==> config.mk <==
export PLATFORM = sky130hd
export DESIGN_NAME = niox_post
export DESIGN_NICKNAME = d
export VERILOG_FILES = /design/src/rtl/niox_pkg.sv /design/src/rtl/niox_post.sv
export SDC_FILE = /design/constraint.sdc
export NUM_CORES = 1
export LEC_CHECK = 0
export BUFFER_PORTS_ARGS = -buffer_cell sky130_fd_sc_hd__buf_2
export CAP_MARGIN = 0
export CORE_AREA = 2 2 248 225
export DETAILED_ROUTE_END_ITERATION = 8
export DIE_AREA = 0 0 250 227
export GPL_TIMING_DRIVEN = 0
export REMOVE_ABC_BUFFERS = 1
export SLEW_MARGIN = 25
export SYNTH_ARGS = -nofsm -noshare
export SYNTH_HDL_FRONTEND = slang
export SYNTH_SLANG_ARGS = --single-unit
==> constraint.sdc <==
create_clock -name clock -period 7.8 [get_ports clock]
set_input_delay 0.39 -clock clock [delete_from_list [all_inputs] [get_ports clock]]
set_output_delay 0.39 -clock clock [all_outputs]
set_load 0.005 [all_outputs]
==> src/rtl/niox_pkg.sv <==
package niox_pkg;

   localparam int MAX_AXES = 3;
   localparam int DIV_BITS = 48;

   // register indexes on the csr port
   localparam logic [2:0] REG_NUM_AXES = 3'd0;
   localparam logic [2:0] REG_LENGTH_0 = 3'd1;
   localparam logic [2:0] REG_LENGTH_1 = 3'd2;
   localparam logic [2:0] REG_LENGTH_2 = 3'd3;
   localparam logic [2:0] REG_ORIGIN_0 = 3'd4;
   localparam logic [2:0] REG_ORIGIN_1 = 3'd5;
   localparam logic [2:0] REG_ORIGIN_2 = 3'd6;

   localparam logic signed [63:0] BIG = 64'sd1 <<< 50;
   localparam logic signed [63:0] OFF_MAX = 64'sh0000_7FFF_FFFF_FFFF;
   localparam logic signed [63:0] OFF_MIN = -OFF_MAX - 64'sd1;
   localparam logic signed [63:0] C32_MAX = 64'sh0000_0000_7FFF_FFFF;
   localparam logic signed [63:0] C32_MIN = -C32_MAX - 64'sd1;

   typedef struct packed {
      logic [1:0]         n;
      logic [15:0]        len0;
      logic [15:0]        len1;
      logic signed [15:0] org0;
      logic signed [15:0] org1;
      logic signed [15:0] org2;
   } cfg_type;

   typedef struct packed {
      logic               mode;
      logic               neg;
      logic [1:0]         n;
      logic signed [47:0] offs;
      logic               ovf;
      logic [47:0]        quo_a;
   } tag_type;

   typedef struct packed {
      logic               ovf;
      logic signed [31:0] value;
   } coord_sat_type;

   function automatic logic [1:0] axes_used(input logic [1:0] raw);
      logic [1:0] n;
      n = (raw == 2'd0) ? 2'd1 : raw;
      if (32'(n) > MAX_AXES) n = 2'(MAX_AXES);
      return n;
   endfunction

   // one Horner step, product and sum clamped to +-2^50
   function automatic logic signed [51:0] horner(input logic signed [51:0] acc,
                                                 input logic [15:0] len,
                                                 input logic signed [32:0] term);
      logic signed [68:0] prod;
      logic signed [52:0] sum;
      logic signed [51:0] pc;
      prod = 69'(acc) * $signed({53'd0, len});
      if (prod > 69'(BIG)) pc = 52'(BIG);
      else if (prod < -69'(BIG)) pc = -52'(BIG);
      else pc = 52'(prod);
      sum = 53'(pc) + 53'(term);
      if (sum > 53'(BIG)) sum = 53'(BIG);
      if (sum < -53'(BIG)) sum = -53'(BIG);
      return 52'(sum);
   endfunction

   function automatic coord_sat_type coord_sat(input logic neg, input logic [47:0] mag,
                                               input logic signed [15:0] org);
      logic signed [49:0] v;
      coord_sat_type r;
      v = neg ? -$signed({2'b00, mag}) : $signed({2'b00, mag});
      v = v - 50'(org);
      r.ovf = 1'b1;
      if (v > 50'(C32_MAX)) r.value = 32'(C32_MAX);
      else if (v < 50'(C32_MIN)) r.value = 32'(C32_MIN);
      else begin
         r.value = 32'(v);
         r.ovf = 1'b0;
      end
      return r;
   endfunction

endpackage

==> src/rtl/niox_post.sv <==
module niox_post (
   input  logic               clock,
   input  logic               reset,
   input  logic               adv,
   input  niox_pkg::cfg_type  cfg,
   input  logic               valid_i,
   input  logic [47:0]        quo_b,
   input  logic [47:0]        rem_b,
   input  niox_pkg::tag_type  tag_i,
   output logic               valid_o,
   output logic signed [47:0] offset_out,
   output logic signed [31:0] coord_out_0,
   output logic signed [31:0] coord_out_1,
   output logic signed [31:0] coord_out_2,
   output logic               overflow
);
   niox_pkg::coord_sat_type a_top, a_mid_q, a_mid_b, a_low;
   logic signed [31:0] c0_in, c1_in, c2_in;
   logic               ovf_in;
   logic               valid_ff;
   logic signed [47:0] off_ff;
   logic signed [31:0] c0_ff, c1_ff, c2_ff;
   logic               ovf_ff;

   always_comb begin
      a_top   = niox_pkg::coord_sat(tag_i.neg, tag_i.quo_a, cfg.org2);
      a_mid_q = niox_pkg::coord_sat(tag_i.neg, quo_b, cfg.org1);
      a_mid_b = niox_pkg::coord_sat(tag_i.neg, tag_i.quo_a, cfg.org1);
      a_low   = niox_pkg::coord_sat(tag_i.neg, rem_b, cfg.org0);
      c0_in = '0;
      c1_in = '0;
      c2_in = '0;
      ovf_in = tag_i.ovf;
      if (tag_i.mode) begin
         c0_in  = a_low.value;
         ovf_in = a_low.ovf;
         unique case (tag_i.n)
            2'd3: begin
               c2_in  = a_top.value;
               c1_in  = a_mid_q.value;
               ovf_in = a_low.ovf | a_top.ovf | a_mid_q.ovf;
            end
            2'd2: begin
               c1_in  = a_mid_b.value;
               ovf_in = a_low.ovf | a_mid_b.ovf;
            end
            default: ;
         endcase
      end
   end

   always_ff @(posedge clock) begin
      if (reset) valid_ff <= 1'b0;
      else if (adv) valid_ff <= valid_i;
   end

   always_ff @(posedge clock) begin
      if (adv) begin
         off_ff <= tag_i.offs;
         c0_ff  <= c0_in;
         c1_ff  <= c1_in;
         c2_ff  <= c2_in;
         ovf_ff <= ovf_in;
      end
   end

   assign valid_o     = valid_ff;
   assign offset_out  = off_ff;
   assign coord_out_0 = c0_ff;
   assign coord_out_1 = c1_ff;
   assign coord_out_2 = c2_ff;
   assign overflow    = ovf_ff;
endmodule

Yosys cells after proc, flatten, opt, wreduce, memory -nomap -nowiden --
Cells that the tools add are included.
Storage, ports and cells: register bits 146, output and inout bits 146, word-level logic and storage cells 55
Operators by class: $add $sub $neg 7, reduce and logical (&&, ||, !) cells 3, bitwise operators 5, equality and inequality tests 2, mux-type cells 22, magnitude comparators 8
Operators by type and width (count):
- > comparator 50 x 32 -> 1 bit, second input constant | 4
- less-than comparator 50 x 32 -> 1 bit, second input constant | 4
- subtractor 50 x 16 -> 50 bit | 4
- 2-to-1 mux 32 bit | 6
- 2-to-1 mux 50 bit | 3
- negator 48 -> 50 bit | 3
- case mux 32 bit (2 select lines) | 1
- 2-to-1 mux 31 bit | 2
- 2-to-1 mux 1 bit | 9
- equality test 2 bit, second input constant | 2
- bitwise OR 1 bit | 3
- OR reduction 3 bit | 1
- inverter 1 bit | 2
- case mux 1 bit (2 select lines) | 1
- AND reduction 2 bit | 1
- OR reduction 2 bit | 1

Depth between registers and ports, before layout --
depth after elaboration 10, depth in mapped cells 29, gate-level depth less buffers 26

Least setup slack after synthesis --
No wires, ideal clock.
kind input to register, start input port rem_b[0], end register c0_ff[19] (netlist: coord_out_0[19]) (data pin), arrival time 6499 ps, required time 7546 ps, path buffers 3, stages on the path 28, setup slack 1047 ps, cell sequence inv_1 ha_1 nand2b_1 nand2b_1 or2_2 or3_1 or3_1 nand2b_1 nand2b_1 or2_2 clkbuf_1 o41ai_1 xnor2_1 ha_1 clkbuf_1 and2_1 nand3_1 nor3_1 and2_1 o21ai_0 a2111oi_0 o21a_1 o211a_1 nand4b_1 or4b_2 nor2b_2 buf_4 a21o_1
Between the ends: word-level cells in the longest chain between the ends 6, elaborated cells on any way between the ends 7, those cells by class add/sub: 2; order compare: 2; mux: 3
RTL lines:
- start: declaration | RTL line niox_post.sv:8 | input logic [47:0] rem_b,
- negator 48 -> 50 bit | RTL line niox_pkg.sv:72 | v = neg ? -$signed({2'b00, mag}) : $signed({2'b00, mag});
- 2-to-1 mux 50 bit * | RTL line niox_pkg.sv:72
- subtractor 50 x 16 -> 50 bit * | RTL line niox_pkg.sv:73 | v = v - 50'(org);
- less-than comparator 50 x 32 -> 1 bit | RTL line niox_pkg.sv:76 | else if (v < 50'(C32_MIN)) r.value = 32'(C32_MIN);
- 2-to-1 mux 32 bit | RTL line niox_pkg.sv:76
- 2-to-1 mux 31 bit * | RTL line niox_pkg.sv:75 | if (v > 50'(C32_MAX)) r.value = 32'(C32_MAX);
- end signal: assignment | RTL line niox_post.sv:60 | c0_ff <= c0_in;
- end: declaration | RTL line niox_post.sv:22 | logic signed [31:0] c0_ff, c1_ff, c2_ff;
Every way passes the cells marked *; elsewhere a longest branch is shown, timed or not. A chain may end at the register's enable or synchronous reset.

Final worst setup path --
start input port tag_i[0] (netlist name), end register ovf_ff (netlist: overflow) (data pin)
Between the ends: word-level cells in the longest chain between the ends 10, elaborated cells on any way between the ends 17, those cells by class add/sub: 3; order compare: 4; mux: 7; bitwise: 3
RTL lines:
- start: declaration | RTL line niox_post.sv:9 | input niox_pkg::tag_type tag_i,
- negator 48 -> 50 bit | RTL line niox_pkg.sv:72
- 2-to-1 mux 50 bit * | RTL line niox_pkg.sv:72
- subtractor 50 x 16 -> 50 bit | RTL line niox_pkg.sv:73
- less-than comparator 50 x 32 -> 1 bit | RTL line niox_pkg.sv:76
- 2-to-1 mux 1 bit | RTL line niox_pkg.sv:76
- 2-to-1 mux 1 bit | RTL line niox_pkg.sv:75
- bitwise OR 1 bit (2 in a row) | RTL line niox_post.sv:41 | ovf_in = a_low.ovf | a_top.ovf | a_mid_q.ovf;
- case mux 1 bit (2 select lines) * | RTL line niox_post.sv:37 | unique case (tag_i.n)
- 2-to-1 mux 1 bit * | RTL line niox_post.sv:34 | if (tag_i.mode) begin
- named net ovf_in | RTL line niox_post.sv:19 | logic ovf_in;
- end signal: assignment | RTL line niox_post.sv:63 | ovf_ff <= ovf_in;
- end: declaration | RTL line niox_post.sv:23 | logic ovf_ff;
Mark *: on every way through the listed nets, which the timed path passes. The rest lies on a longest branch.

==> run_results.csv <==
group,metric,value,unit
critical_path,critPathMaxFanout,11,
layout,drive_above_1_share,16.1,%
critical_path,r2r_start,"valid_o$_SDFFE_PP0P_",
place,io_buffers,394,
synthesis,synth_edf_count,145,
synthesis,synth.cell_area,21500,µm²
hold_path,min_to,"valid_o$_SDFFE_PP0P_",
global_route,antenna_found_initial,5,
global_route,globalRoute.totalOverflow,0,
power,p_leak,10.5,nW
floorplanning,chipWidth,250,µm
clocking,htree_levels,4,
synthesis,synthArstFlopShare,0,%
global_route,grt_pass1_vias,21300,
hold_path,min_path_cells,2,
routing,drt-vias-per-instance,5.96,
floorplanning,die-area,56800,µm²
sta,clock_skew,0,ns
sta,max_freq,133,MHz
sta,worstMarginPinSlew,0.873,ns
critical_path,critPathLaunchType,"input pin",
clocking,clk_pin_slew,0.07,ns
critical_path,worst_r2r_path_depth,2,
clocking,clock_latency,0.46,ns
floorplanning,core_area,54100,µm²
place,dp_hpwl,64300,µm
layout,final_common_cell,"buf_2",
hold_path,holdCritStartpoint,"reset",
layout,diodes,0,
routing,drt_iter0_drc,1821,
critical_path,worst_ep_arrival_time,7.73,ns
synthesis,ys_seq_elements,146,
floorplanning,die_y,227,µm
routing,wl,77200,µm
floorplanning,num_rows,81,
sta,relSlewSlack,41.8,%
global_route,grt_usage,26.3,%
layout,area_growth_syn_to_layout,14.6,%
synthesis,avgSynthCellArea,7.79,µm²
clocking,clockBufferDepth,2,
sta,rsz0062_at_grt,"no",
routing,vias,22500,
synthesis,ys_warn_count,0,
critical_path,worst_setup_path_end_kind,"register",
power,power.density,171,nW/µm²
sta,fin_crit,7.53,ns
synthesis,syn_inst,2762,
layout,fin_util,45.5,%
global_route,grt_max_degree,101,
synthesis,yosysSeqAreaShare,20.3,%
clocking,cts_sinks,146,
critical_path,rrSetupSlack,7.19,ns
routing,drc,0,
sta,fin_ws,0.274,ns
synthesis,synth_cell_types,93,
routing,drtAntennaViolNets,0,
sta,slew_viol_final,0,
sta,post-route-period-util,96.5,%
global_route,grt_pass1_wl,118000,µm
clocking,cts_tree,"built",
place,pre_cts_ws,-0.357,ns
critical_path,rr_endpoint,"valid_o$_SDFFE_PP0P_",
clocking,numCtsBuffers,17,
layout,mostFrequentLayoutCells,"392 x buf_2, 272 x nand2_1, 249 x a21oi_1, 229 x xnor2_1, 216 x o21ai_0",
sta,setup_violations,0,
floorplanning,start_util,39.7,%
power,vdd_drop_max,174,µV
floorplanning,ios,429,
synthesis,ys.flop_type,"edfxtp_1",
sta,hold_viol,0,
critical_path,required,8.01,ns
sta,fin_tns_setup,0,ns
clocking,cts_root_buffer,"clkbuf_16",
layout,nets,3539,
job,cap_violations,0,
hold_path,hp-class,"in -> reg",
place,place.gp.congestion,0.914,
routing,wl_per_cell,20.5,µm
routing,dr.pass1.iters,5,
status,status,"finished, final reports clean",
critical_path,critical_path_class,"in -> reg",
worst max-delay path, stage by stage:
cell and delay (ns):
buf_2 0.10, inv_1 0.21, ha_1 0.22, nand2b_1 0.09, or3_1 0.40, nand2b_1 0.20, nand2b_1 0.20, nand2b_1 0.20
nand2b_1 0.17, or2_2 0.33, or3_1 0.51, or3_1 0.47, o21ai_0 0.22, xnor2_1 0.19, ha_1 0.40, a21oi_1 0.20
o21ai_0 0.14, a2111oi_0 0.48, nor3_1 0.17, or4_1 0.52, mux2_2 0.29, a21oi_1 0.13, and3_1 0.17, nand4_1 0.15
nor3b_2 0.39, o221ai_1 0.50, o2bb2ai_1 0.27
where the power goes:
part           switching, mW  total (mW)  internal [mW]
logic                   1.44        2.33          0.899
clock network          0.405       0.860          0.455
registers             0.0334        1.01          0.977
stage by stage:
step	area (µm²)	total power, mW	cells	hold slack (ns)
after global placement	23800	3.30	3728	0.481
after global routing	24600	4.48	3771	0.0546
after floorplan	21000	2.59	2629	0.462
after detailed placement	24000	3.32	3736	0.503
final	24600	4.20	3771	0.0665
after CTS	24600	4.19	3768	0.0433
layer usage:
| layer | part of all wire, % | global-route usage, % | up-vias |
|---|---|---|---|
| li1 | - | - | 11000 |
| met1 | 45 | 35.7 | 10600 |
| met2 | 47 | 44.6 | 739 |
| met3 | 5.4 | 2.50 | 84 |
| met4 | 2.3 | 7.26 | 4 |
| met5 | 0.030 | 0 | - |
cell usage after synthesis, drive strengths merged, types with 7 or more instances:
master / count / area share (%)
a21o: 127 / 4.4
a21oi: 251 / 5.9
nand2: 272 / 4.7
ha: 199 / 12
o2111ai: 9 / 0.37
o211ai: 22 / 0.77
o41ai: 20 / 0.85
o21bai: 33 / 1.2
buf: 21 / 0.63
a211oi: 20 / 0.72
nand2b: 37 / 1.1
nor2: 174 / 3.0
and2: 17 / 0.49
o21ai: 222 / 5.2
o31ai: 48 / 1.7
a2111oi: 8 / 0.41
or4: 35 / 1.3
nor4b: 8 / 0.33
clkbuf: 112 / 2.0
or3: 48 / 1.4
nor2b: 15 / 0.45
nand3: 60 / 1.4
nand4: 74 / 2.2
and3: 18 / 0.52
xor2: 70 / 2.9
o21a: 29 / 1.0
nor4: 28 / 0.81
o221ai: 9 / 0.37
xnor2: 230 / 9.5
mux2i: 12 / 0.56
a21boi: 11 / 0.40
a311oi: 7 / 0.29
a221oi: 11 / 0.45
inv: 112 / 2.0
a221o: 36 / 1.7
nor3: 68 / 1.6
a31oi: 31 / 0.90
or2: 15 / 0.45
edfxtp: 145 / 20
final cells by class:
cell class | count | area, µm²
Multi-Input combinational cell | 2371 | 16200
Tap cell | 705 | 882
Timing Repair Buffer | 405 | 2140
Clock inverter | 15 | 163
Inverter | 112 | 423
Clock buffer | 17 | 425
Fill cell | 5503 | 29500
Sequential cell | 146 | 4370
how the worst max path moves through the flow:
| stage | to | start | slack (ns) |
|---|---|---|---|
| 6_report | overflow$_DFFE_PP_ | tag_i[0] | 0.27 |
| 5_1_grt | overflow$_DFFE_PP_ | tag_i[0] | 0.02 |
| 3_5_place_dp | overflow$_DFFE_PP_ | tag_i[0] | -0.36 |
| 3_3_place_gp | coord_out_1[27]$_SDFFCE_PN0P_ | tag_i[0] | -2.21 |
| 2_1_floorplan | coord_out_1[10]$_SDFFCE_PN0P_ | tag_i[4] | 0.004 |
| 4_1_cts | overflow$_DFFE_PP_ | tag_i[0] | 0.10 |
state kept, by name (all words and copies together), names as in the netlist:
name,cells
valid_o,1
offset_out,48
overflow,1
coord_out_1,32
coord_out_0,32
coord_out_2,32
what timing repair did:
item | in CTS | in global routing
endpoints found under the setup margin | 0 | 81
buffers inserted | 0 | 3
hold buffers | 0 | 0
resized for setup | 0 | 10
kinds of logic after synthesis:
logic type | count (synthesis) | share of synthesized area [%]
AO/OA/AOI/OAI | 951 | 29.0
flip-flops | 146 | 20.3
XOR/XNOR | 300 | 12.3
adder cells (fa/ha/maj) | 203 | 12.0
AND/OR/NAND/NOR | 902 | 21.2
buffers and inverters | 245 | 4.54
multiplexers | 15 | 0.716
Note: power is estimated with default switching activity, not from simulation.
