$ cat src/rtl/niox_pkg.sv
package niox_pkg;

   localparam int MAX_AXES = 3;
   localparam int DIV_BITS = 48;

   // register indexes on the csr port
   localparam logic [2:0] REG_NUM_AXES = 3'd0;
   localparam logic [2:0] REG_LENGTH_0 = 3'd1;
   localparam logic [2:0] REG_LENGTH_1 = 3'd2;
   localparam logic [2:0] REG_LENGTH_2 = 3'd3;
   localparam logic [2:0] REG_ORIGIN_0 = 3'd4;
   localparam logic [2:0] REG_ORIGIN_1 = 3'd5;
   localparam logic [2:0] REG_ORIGIN_2 = 3'd6;

   localparam logic signed [63:0] BIG = 64'sd1 <<< 50;
   localparam logic signed [63:0] OFF_MAX = 64'sh0000_7FFF_FFFF_FFFF;
   localparam logic signed [63:0] OFF_MIN = -OFF_MAX - 64'sd1;
   localparam logic signed [63:0] C32_MAX = 64'sh0000_0000_7FFF_FFFF;
   localparam logic signed [63:0] C32_MIN = -C32_MAX - 64'sd1;

   typedef struct packed {
      logic [1:0]         n;
      logic [15:0]        len0;
      logic [15:0]        len1;
      logic signed [15:0] org0;
      logic signed [15:0] org1;
      logic signed [15:0] org2;
   } cfg_type;

   typedef struct packed {
      logic               mode;
      logic               neg;
      logic [1:0]         n;
      logic signed [47:0] offs;
      logic               ovf;
      logic [47:0]        quo_a;
   } tag_type;

   typedef struct packed {
      logic               ovf;
      logic signed [31:0] value;
   } coord_sat_type;

   function automatic logic [1:0] axes_used(input logic [1:0] raw);
      logic [1:0] n;
      n = (raw == 2'd0) ? 2'd1 : raw;
      if (32'(n) > MAX_AXES) n = 2'(MAX_AXES);
      return n;
   endfunction

   // one Horner step, product and sum clamped to +-2^50
   function automatic logic signed [51:0] horner(input logic signed [51:0] acc,
                                                 input logic [15:0] len,
                                                 input logic signed [32:0] term);
      logic signed [68:0] prod;
      logic signed [52:0] sum;
      logic signed [51:0] pc;
      prod = 69'(acc) * $signed({53'd0, len});
      if (prod > 69'(BIG)) pc = 52'(BIG);
      else if (prod < -69'(BIG)) pc = -52'(BIG);
      else pc = 52'(prod);
      sum = 53'(pc) + 53'(term);
      if (sum > 53'(BIG)) sum = 53'(BIG);
      if (sum < -53'(BIG)) sum = -53'(BIG);
      return 52'(sum);
   endfunction

   function automatic coord_sat_type coord_sat(input logic neg, input logic [47:0] mag,
                                               input logic signed [15:0] org);
      logic signed [49:0] v;
      coord_sat_type r;
      v = neg ? -$signed({2'b00, mag}) : $signed({2'b00, mag});
      v = v - 50'(org);
      r.ovf = 1'b1;
      if (v > 50'(C32_MAX)) r.value = 32'(C32_MAX);
      else if (v < 50'(C32_MIN)) r.value = 32'(C32_MIN);
      else begin
         r.value = 32'(v);
         r.ovf = 1'b0;
      end
      return r;
   endfunction

endpackage

$ cat src/rtl/niox_div_cell.sv
module niox_div_cell (
   input  logic              clock,
   input  logic              reset,
   input  logic              adv,
   input  logic [31:0]       divisor,
   input  logic              valid_i,
   input  logic [47:0]       rem_i,
   input  logic [47:0]       quo_i,
   input  niox_pkg::tag_type tag_i,
   output logic              valid_o,
   output logic [47:0]       rem_o,
   output logic [47:0]       quo_o,
   output niox_pkg::tag_type tag_o
);
   logic [48:0] trial;
   logic        take;
   logic        valid_ff;
   logic [47:0] rem_ff, quo_ff, rem_in;
   niox_pkg::tag_type tag_ff;

   // one restoring step; a zero divisor never subtracts, so the
   // dividend collects whole in the remainder
   always_comb begin
      trial  = {rem_i, quo_i[47]};
      take   = (divisor != 32'd0) && (trial >= 49'(divisor));
      rem_in = take ? 48'(trial - 49'(divisor)) : trial[47:0];
   end

   always_ff @(posedge clock) begin
      if (reset) valid_ff <= 1'b0;
      else if (adv) valid_ff <= valid_i;
   end

   always_ff @(posedge clock) begin
      if (adv) begin
         rem_ff <= rem_in;
         quo_ff <= {quo_i[46:0], take};
         tag_ff <= tag_i;
      end
   end

   assign valid_o = valid_ff;
   assign rem_o   = rem_ff;
   assign quo_o   = quo_ff;
   assign tag_o   = tag_ff;
endmodule

$ cat config.mk
export PLATFORM = sky130hd
export DESIGN_NAME = niox_div_cell
export DESIGN_NICKNAME = d
export VERILOG_FILES = /design/src/rtl/niox_pkg.sv /design/src/rtl/niox_div_cell.sv
export SDC_FILE = /design/constraint.sdc
export NUM_CORES = 1
export LEC_CHECK = 0
export BUFFER_PORTS_ARGS = -buffer_cell sky130_fd_sc_hd__buf_2
export CAP_MARGIN = 20
export CORE_AREA = 2 2 168 170
export DETAILED_ROUTE_END_ITERATION = 12
export DIE_AREA = 0 0 170 172
export PLACE_DENSITY = 0.6
export SETUP_SLACK_MARGIN = 0.5
export SLEW_MARGIN = 20
export SYNTH_ARGS = -nofsm -noshare
export SYNTH_HDL_FRONTEND = slang
export SYNTH_SLANG_ARGS = --single-unit
$ cat constraint.sdc
create_clock -name clock -period 4.9 [get_ports clock]
set_input_delay 0.98 -clock clock [delete_from_list [all_inputs] [get_ports clock]]
set_output_delay 0.98 -clock clock [all_outputs]
set_load 0.01 [all_outputs]
### After elaboration in Yosys (flattened, before gate mapping)

Index checks and enable logic that the tools add are counted.

* $lt $le $gt $ge: 1
* muxes and demuxes: 1
* add/subtract/negate cells: 1
* reductions and logical operators: 2

Operator list (number)
* $ge A49 B32 Y1: 1
* $mux W48: 1
* $sub A48 B32 Y48: 1
* $reduce_bool A32 Y1: 1
* $logic_and A1 B1 Y1: 1

* bits in registers: 198
* input bits: 233
* output and inout bits: 198
* word-level logic and storage cells: 14

### Longest topological paths before layout

Gate-level depths: netlist (run 1).

* depth in word-level cells: 3
* depth in mapped cells: 14
* mapped depth without buffers: 11

### Worst setup path after synthesis (run 1)

No wires, ideal clock.

* path type: input to register
* start point: input rem_i[35]
* end point: register rem_ff[35], in the netlist rem_o[35], data pin
* stages on the path: 9
* setup slack: 1094 ps
* required time: 4642 ps
* data arrival time: 3548 ps
* cells stage by stage: or4_4 -> or4_1 -> or4_1 -> a31oi_1 -> or4b_4 -> nand2_4 -> inv_2 -> and4b_1 -> xor2_1

* word-level cells in the longest chain between the ends: 3

RTL lines
* start, declared: line niox_div_cell.sv:7 `input logic [47:0] rem_i,`
* $ge A49 B32 Y1: line niox_div_cell.sv:25 `take = (divisor != 32'd0) && (trial >= 49'(divisor));`
* $logic_and A1 B1 Y1: line niox_div_cell.sv:25
* via take: line niox_div_cell.sv:16 `logic take;`
* $mux W48: line niox_div_cell.sv:26 `rem_in = take ? 48'(trial - 49'(divisor)) : trial[47:0];`
* via rem_in[35]: line niox_div_cell.sv:18 `logic [47:0] rem_ff, quo_ff, rem_in;`
* end signal, assigned: line niox_div_cell.sv:36 `rem_ff <= rem_in;`
* end, declared: line niox_div_cell.sv:18

The timed path passes the listed nets, and every way through them passes these cells.
A chain may end at the register's enable or synchronous reset.

### Final worst setup path (run 1)

* start point: input rem_i[35]
* end point: register rem_ff[44], in the netlist rem_o[44], data pin

* word-level cells in the longest chain between the ends: 3
* elaborated cells between the ends (all ways): 4
* classes of those cells: add/sub: 1; order compare: 1; mux: 1; reduce/logical: 1

RTL lines (line)
* $ge A49 B32 Y1: niox_div_cell.sv:25
* $logic_and A1 B1 Y1: niox_div_cell.sv:25
* $mux W48 (*): niox_div_cell.sv:26
* via rem_in[44]: niox_div_cell.sv:18

The timed path passes the listed nets; every way through them passes the cells marked *.

==> impl_metrics.ini, run 1 <==
[cts]
clk_pin_slew_worst_paths_ps = 80
cts.sinks = 198
cts-root-buf = clkbuf_16
cts_setup_buffers = 0
hold_buffers = 0
cts_buffers = 17
cts_tree = built
cts_max_level = 4
clock_path_buffers = 2
ctsResizeCount = 0
clk_latency_ps = 430

[synthesis]
synth_cell_types = 54
synth_top_area_share_pct = 66.1
synth_compound_area_share_pct = 9.73
synthAdderAreaFrac_pct = 4.70
async_flop_share_pct = 0
netlist_top_cells_area = edfxtp_1, ha_1, nand2_1
netlist_area_um2 = 8950
synth_area_leader_cell = edfxtp_1
synth_top_family_by_area = simple AND/OR/NAND/NOR gates
syn_inst = 687
synth_mux_area_share_pct = 0.112
synth_most_common_cell = edfxtp_1
synth-seq-cells = 198
synth_ff_type = edfxtp_1
synth_edf_count = 197
syn_area_per_cell_um2 = 13.0
synth_xor_area_share_pct = 4.11
ys.warnings.count = 0
yosys.area_share.simple_pct = 11.8
synth_nets = 953
synth_top_cells_by_count = edfxtp_1, nand2_1, inv_1, o21ai_0, a21oi_1
synth.yosys.seq_area_share_pct = 66.3

[placed_design]
port_buffers = 430
finalWeightedCongestion = 0.883
placed_cell_area_um2 = 11500
dp.final_hpwl_mm = 23.9

[die]
core_um2 = 27500
die_h_um = 172
placementRows = 61
die_x_um = 170
die_area_um2 = 29200
io_pins = 431
start_util_pct = 32.6

[detailed_routing]
via_count = 7266
wire_per_inst_um = 20.1
ant_nets = 0
dr.pass1.iters = 5
wl_mm = 29.8
drc_errors = 0
vias_per_cell = 4.91
drtIter0Drc = 482

[timing]
hold_viol_final = 0
rsz0062_at_grt = false
finalCritPeriodShare_pct = 80.7
worst_slew_pin_slew_ps = 685
layout_min_cycle_time_ps = 3950
max_freq_ghz = 0.253
max_slew_margin_pct = 54.3
tns_ps = 0
skew_ps = 0
maxSlewViolCount = 0
setup_viol = 0

[critical_path]
cp_max_fo = 35
critPathArrivalTime_ps = 4120
startpoint_type = primary input
required_ps = 5070
path_class = in2reg
crit_path_end_kind = register

[pwr]
max-vdd-ir-drop_mv = 0.197
p_leak_nw = 5.17
power_density_nw_per_um2 = 351

[global_route]
grt_max_degree = 90
grt_pass1_wl_mm = 41.3
grt_pass1_vias = 6861
grt_util_all_layers_pct = 19.2
antenna_found_initial = 5
grt_overflow = 0

[run_status]
status = finished clean

[layout]
syn2layout_area_growth_pct = 35.1
final_nets = 1385
fillers = 2629
drive_gt1_share_pct = 42.5
stdcell_area_um2 = 12100

[job]
cap_viol_max_count = 0

[min_path]
hp-class = reg2reg
==> per-layer routing <==
layer / track usage [%] / part of all wire, % / vias up
met3: 5.40 / 7.5 / 22
met5: 0 / 0.074 / -
met1: 23.2 / 40 / 3507
met4: 4.91 / 1.5 / 4
met2: 33.8 / 51 / 282
li1: - / - / 3451
==> state kept, by name, summed over array words and instances (netlist names) <==
| register | flops |
|---|---|
| quo_o | 48 |
| rem_o | 48 |
| tag_o | 101 |
| valid_o | 1 |
==> power breakdown <==
| part | total, mW | internal (mW) | switching [mW] |
|---|---|---|---|
| Combinational | 0.740 | 0.297 | 0.443 |
| Sequential | 2.09 | 2.05 | 0.0382 |
| Clock | 1.42 | 0.695 | 0.726 |
==> final cells by class <==
type / instances / area (um^2) / share of cell area (%)
Inverter: 42 / 158 / 1.30
Tap cell: 346 / 433 / 3.58
Antenna cell: 1 / 2.50 / 0.0207
Sequential cell: 198 / 5940 / 49.1
Clock inverter: 15 / 176 / 1.46
Timing Repair Buffer: 438 / 2230 / 18.5
Multi-Input combinational cell: 422 / 2730 / 22.6
Clock buffer: 17 / 425 / 3.52
==> through the flow <==
step | cells | worst slack, ps | hold WS [ps] | power (mW) | util [%]
6_report | 1479 | 947 | 555 | 4.25 | 44.0
4_1_cts | 1478 | 986 | 547 | 4.30 | 44.0
5_1_grt | 1479 | 825 | 587 | 4.43 | 44.0
2_1_floorplan | 687 | 1090 | 528 | 2.47 | -
3_5_place_dp | 1446 | 519 | 518 | 2.87 | 41.8
3_3_place_gp | 1446 | 588 | 531 | 2.86 | 41.8
==> cell families after synthesis <==
family	count (synthesis)
buffers and inverters	67
adder cells (fa/ha/maj)	33
multiplexers	1
flip-flops	198
AO/OA/AOI/OAI	147
XOR/XNOR	42
AND/OR/NAND/NOR	199
==> cells in the final DEF, fill, tap and decap left out, types with 4 or more instances in the layout <==
master     Yosys  routed
a21o_1         5       5
o31ai_1        5       5
nor4_1        16      16
nand4_1       16      16
a31oi_1        8       8
buf_4          0       7
o211ai_1       5       5
o21bai_1       8       8
nor3_1        14      14
or4_1          6       6
edfxtp_1     197     197
nand3_1       11      11
nand2b_1       5       5
a21oi_1       38      38
o21ai_1       16      16
a211oi_1       7       7
or3_1          8       8
xnor2_1       18      18
inv_6          0       4
o21a_1         8       8
and3_1         5       5
and2_1         6       6
o21ai_0       39      39
ha_1          32      32
buf_2          2     429
xor2_1        24      24
clkbuf_16      0      17
nand2_1       60      60
or2_2          4       4
clkinv_8       0       4
nor2_1        27      27
inv_1         41      41
==> path summary, 6_finish.rpt <==
check	from	endpoint	slack, ps	cells after the start
min	valid_o	valid_o	550	2
max reg2reg	valid_o	valid_o	4280	2
min reg2reg	valid_o	valid_o	550	2
max	rem_i[35]	rem_o[44]	950	10
==> worst max-delay path, cell delays in order <==
cell and delay (ps):
buf_2 130, or4_4 570, or4_1 480, or4_1 430, a31oi_1 260, or4b_4 530, nand2_4 150, buf_4 320
nor4_1 110, xor2_1 160
(Power assumes the default switching activity.)
==> inputs of run 2 (changes only) <==
Settings changed: ABC_AREA set to 1, CORE_AREA 2 2 168 170 to 2 2 167 169, DIE_AREA 0 0 170 172 to 0 0 169 171, PLACE_DENSITY 0.6 to 0.66.
Clock period 4.9 ns to 3.8 ns, I/O delays scaled along.
==> run 2 against run 1 <==
Via count increased by 26%. Sequential cell count unchanged. Clock power increased by 27%. Combinational power increased by 46%. Register-to-register slack got worse by 1100 ps. First-iteration DRC count increased by 43%. Critical path type unchanged. Count of clock-buffer cells in the layout unchanged. Power increased by 31%. Sequential share of layout area decreased by 5.0 points.
==> impl_metrics.ini, run 2 <==
[timing]
rsz0062_at_grt = false
finalCritPeriodShare_pct = 73.2
layout_min_cycle_time_ps = 2780
max_slew_margin_pct = 53.8
skew_ps = 0
worst_slew_pin_slew_ps = 694
setup_viol = 0
hold_viol_final = 0
maxSlewViolCount = 0
hold_slack_ps = 480
max_freq_ghz = 0.359
tns_ps = 0

[cts]
clk_latency_ps = 440
cts-root-buf = clkbuf_16
clk_pin_slew_worst_paths_ps = 80
cts_buffers = 17
cts_max_level = 4
cts_tree = built
cts.sinks = 198
cts_setup_buffers = 0
hold_buffers = 0
clock_path_buffers = 2
ctsResizeCount = 0

[layout]
final_cell_mix = buf_2, nand2_1, inv_1
largest_register_ffs = 101
final_cells = 1951
syn2layout_area_growth_pct = 30.6
layout_commonest_cell = buf_2
final_nets = 1853
stdcell_area_um2 = 13500
drive_gt1_share_pct = 31.6

[synthesis]
async_flop_share_pct = 0
synth_area_leader_cell = edfxtp_1
netlist_top_cells_area = edfxtp_1, nand2_1, inv_1
synth_top_cells_by_count = nand2_1, inv_1, edfxtp_1, nor2_1, nand3_1
syn_area_per_cell_um2 = 9.03
synth_cell_types = 32
synth_most_common_cell = nand2_1
syn_inst = 1143
synth_top_area_share_pct = 57.3
synth_edf_count = 197
netlist_area_um2 = 10300
synth-seq-cells = 198
synth.yosys.seq_area_share_pct = 57.5
synth_ff_type = edfxtp_1
synth_nets = 1409
ys.warnings.count = 0

[die]
die_h_um = 171
die_area_um2 = 28900
io_pins = 431
core_um2 = 27300
start_util_pct = 37.8
die_x_um = 169
placementRows = 61

[detailed_routing]
wl_mm = 34.3
dr.pass1.iters = 5
ant_nets = 0
vias_per_cell = 4.71
drc_errors = 0
via_count = 9181
drtIter0Drc = 688
wire_per_inst_um = 17.6

[pwr]
power_mw = 5.58
clock_power_share_pct = 32.4
p_int_mw = 3.93
power_density_nw_per_um2 = 414
max-vdd-ir-drop_mv = 0.222
sequentialPowerShare_pct = 48.3
swShare_pct = 29.6
share_comb_of_total_power_pct = 19.3
power_switching_mw = 1.65
p_leak_nw = 6.62

[job]
cap_viol_max_count = 0

[global_route]
grt_pass1_vias = 8657
grt_overflow = 0
grt_util_all_layers_pct = 23.1
grt_pass1_wl_mm = 49.5
antenna_found_initial = 11
grt_max_degree = 86

[placed_design]
dp.cells = 1914
port_buffers = 430
finalWeightedCongestion = 0.960
placed_cell_area_um2 = 12900
dp.final_hpwl_mm = 28.1

[critical_path]
critPathArrivalTime_ps = 2970
path_class = in2reg
reg2reg_setup_slack_ps = 3190
cp_max_fo = 64
crit_path_end_kind = register
required_ps = 3990
startpoint_type = primary input

[min_path]
hp-class = in2reg

[run_status]
status = finished clean
[run 2: changes by cell type after synthesis, moves of 16 or more]
cell,previous run,this run
nand3_1,11,58
inv_1,41,210
o21ai_0,39,4
nor4_1,16,0
a21oi_1,38,18
nand2_1,60,406
clkbuf_1,18,0
xor2_1,24,7
nor2_1,27,96
[run 2: logic make-up (layout without fill, tap and decap cells)]
kind of cell    Yosys count  count (layout)  share of synthesized area, %
xor+xnor                 23              23                          1.95
fa+ha+maj                33              33                          4.07
flops                   198             198                          57.5
simple gates            623             623                          25.1
buf+inv                 222             679                          8.75
compound gates           43              43                          2.50
other cells               0               5                             0
mux                       1               1                        0.0970
[run 2: final cells by class]
type	instances	area [um^2]
Fill cell	2658	13900
Sequential cell	198	5940
Multi-Input combinational cell	723	3480
Timing Repair Buffer	434	2220
Inverter	213	807
Tap cell	346	433
Clock buffer	17	425
Clock inverter	15	163
Antenna cell	5	12.5
[run 2: final timing paths]
| path | startpoint | to | cells after the start |
|---|---|---|---|
| setup / recovery | divisor[28] | rem_o[46] | 15 |
| hold / removal | tag_i[49] | tag_o[49] | 1 |
| setup reg to reg | valid_o | valid_o | 2 |
| hold reg to reg | valid_o | valid_o | 2 |
[run 2: power groups by stage]
stage | Clock [mW] | Combinational [mW] | Sequential (mW)
floorplan | 0 | 0.426 | 2.85
global placement | 0 | 1.06 | 2.74
detailed placement | 0 | 1.07 | 2.75
CTS | 1.86 | 1.08 | 2.70
global route | 1.94 | 1.19 | 2.72
finish | 1.81 | 1.08 | 2.70
[run 2: layer usage]
layer	routed length, um	track usage, %
met5	51	0
met4	486	6.95
met3	2620	5.69
met2	16700	38.9
met1	14500	29.6
[run 2: through the flow]
| step | worst slack (ps) | utilization [%] |
|---|---|---|
| floorplan | 1270 | - |
| global placement | 599 | 47.1 |
| detailed placement | 532 | 47.1 |
| CTS | 1020 | 49.3 |
| global route | 800 | 49.3 |
| finish | 1020 | 49.3 |
[run 2: critical path: stages]
cell and delay [ps]:
buf_2 80, inv_1 70, ha_1 380, nand2_1 100
nand2_1 120, inv_1 80, nand2_1 100, a21oi_1 180
nand2_1 120, nor2_2 190, nand2_4 160, nand2_8 330
inv_8 130, nand2_1 100, nand2_1 40
==> inputs of run 3 (changes only) <==
Settings changed: CORE_AREA 2 2 167 169 to 2 2 166 168, DIE_AREA 0 0 169 171 to 0 0 168 170, PLACE_DENSITY 0.66 to 0.69.
Clock period 3.8 ns to 2.3 ns, I/O delays scaled along.
==> run 3 against run 2 <==
Wire length is 19% higher. Worst hold slack lost 300 ps. Power up 84%. Sequential share of layout area decreased by 9.2 points. Utilization up 15 points. Worst setup slack worse by 760 ps. Sequential power is 65% higher. Register-to-register slack got worse by 1500 ps. Via count up 15%. Critical path depth up 2. Sequential cell count is the same. Largest power group unchanged.
==> impl_metrics.ini, run 3 (synthesized netlist as in run 2, its figures left out) <==
[layout]
layout_commonest_cell = buf_2
syn2layout_area_growth_pct = 65.2
drive_gt1_share_pct = 54.5
final_nets = 2061
final_cell_mix = buf_2, nand2_1, edfxtp_1
largest_register_ffs = 101
final_cells = 2150

[timing]
rsz0062_at_grt = true
max_slew_margin_pct = 72.1
hold_viol_final = 0
finalCritPeriodShare_pct = 88.8
skew_ps = 0
maxSlewViolCount = 0
worst_slew_pin_slew_ps = 415
layout_min_cycle_time_ps = 2040
setup_slack_ps = 258
setup_viol = 0
max_freq_ghz = 0.490

[cts]
hold_buffers = 0
cts_tree = built
clk_latency_ps = 440
cts-root-buf = clkbuf_16
cts_max_level = 4
clk_pin_slew_worst_paths_ps = 90
cts.sinks = 198
clock_path_buffers = 2
cts_buffers = 17

[placed_design]
port_buffers = 430
dp.final_hpwl_mm = 31.1
dp.cells = 2051
pre_cts_slack_ps = -218
finalWeightedCongestion = 0.921

[run_status]
status = finished clean

[die]
placementRows = 60
die_h_um = 170
die_area_um2 = 28600
core_um2 = 26700
die_x_um = 168
io_pins = 431
start_util_pct = 38.7

[pwr]
power_density_nw_per_um2 = 602
p_leak_nw = 8.22
max-vdd-ir-drop_mv = 0.425

[detailed_routing]
wl_mm = 40.7
ant_nets = 0
drc_errors = 0
wire_per_inst_um = 18.9
dr.pass1.iters = 6
via_count = 10572
drtIter0Drc = 839
vias_per_cell = 4.92

[job]
cap_viol_max_count = 0

[critical_path]
slowest_delay_ps = 290
crit_path_end_kind = register
crit_chain = buf_8, inv_4, ha_4, nand2_4, buf_6, nor2_4, inv_2, nor2_4, inv_2, nor2_4, nand2_4, nand2_8, buf_12, nand2_8, buf_12, nand2_1, o21ai_2
path_class = in2reg
cp_max_fo = 5
cpMostUsedCell = nor2_4
required_ps = 2500
worst_path_max_delay_cell = ha_4
critPathArrivalTime_ps = 2240
startpoint_type = primary input

[global_route]
grt_util_all_layers_pct = 27.3
grt_pass1_wl_mm = 58.3
grt_max_degree = 49
antenna_found_initial = 4
grt_overflow = 0
grt_pass1_vias = 10218

[min_path]
hp-class = in2reg
run 3: what timing repair did:
item | in CTS | in global routing
resized for setup | 227 | 100
gates cloned | 8 | 1
pin swaps | 87 | 37
endpoints found under the setup margin | 49 | 49
setup buffers | 51 | 6
run 3: path summary, 6_finish.rpt:
kind	start	end	slack, ps	depth (start not counted)
max	divisor[19]	rem_o[16]	260	17
min	tag_i[93]	tag_o[93]	180	1
max reg2reg	valid_o	valid_o	1710	2
min reg2reg	valid_o	valid_o	510	2
run 3: through the flow:
step                instance area, um^2  utilization, %  setup TNS [ps]  power (mW)  hold WS, ps
floorplan                         11000               -               0        5.59          528
global placement                  14600            54.9           -5480        6.78          480
detailed placement                14600            54.9           -7290        6.82          492
CTS                               16600            62.3               0        10.2          168
global route                      17000            64.0               0        10.7          164
finish                            17000            64.0               0        10.3          182
run 3: power breakdown:
| group | leakage, nW | internal (mW) | total, mW | switching, mW |
|---|---|---|---|---|
| Clock | 0.293 | 1.57 | 3.11 | 1.54 |
| Combinational | 5.99 | 1.23 | 2.70 | 1.47 |
| Sequential | 1.94 | 4.36 | 4.45 | 0.0937 |
run 3: cell type report:
cell class | count | area, um^2
timing repair inverter | 2 | 32.5
clock inverter | 14 | 175
timing repair buffer | 638 | 4230
inverter | 213 | 863
antenna | 2 | 5.00
tap | 341 | 427
fill | 2057 | 9600
sequential | 198 | 5940
multi-input combinational | 725 | 4950
clock buffer | 17 | 425
run 3: worst max-delay path: cells and delay by family:
| kind | cells | cell delay (ps) |
|---|---|---|
| simple gates | 8 | 780 |
| buf+inv | 7 | 640 |
| fa+ha+maj | 1 | 290 |
| compound gates | 1 | 60 |
run 3: layer usage:
| metal | track usage, % | part of all wire, % |
|---|---|---|
| met1 | 35.0 | 40 |
| met5 | 0 | 0.066 |
| met4 | 7.49 | 3.1 |
| met3 | 5.35 | 7.9 |
| met2 | 47.4 | 49 |
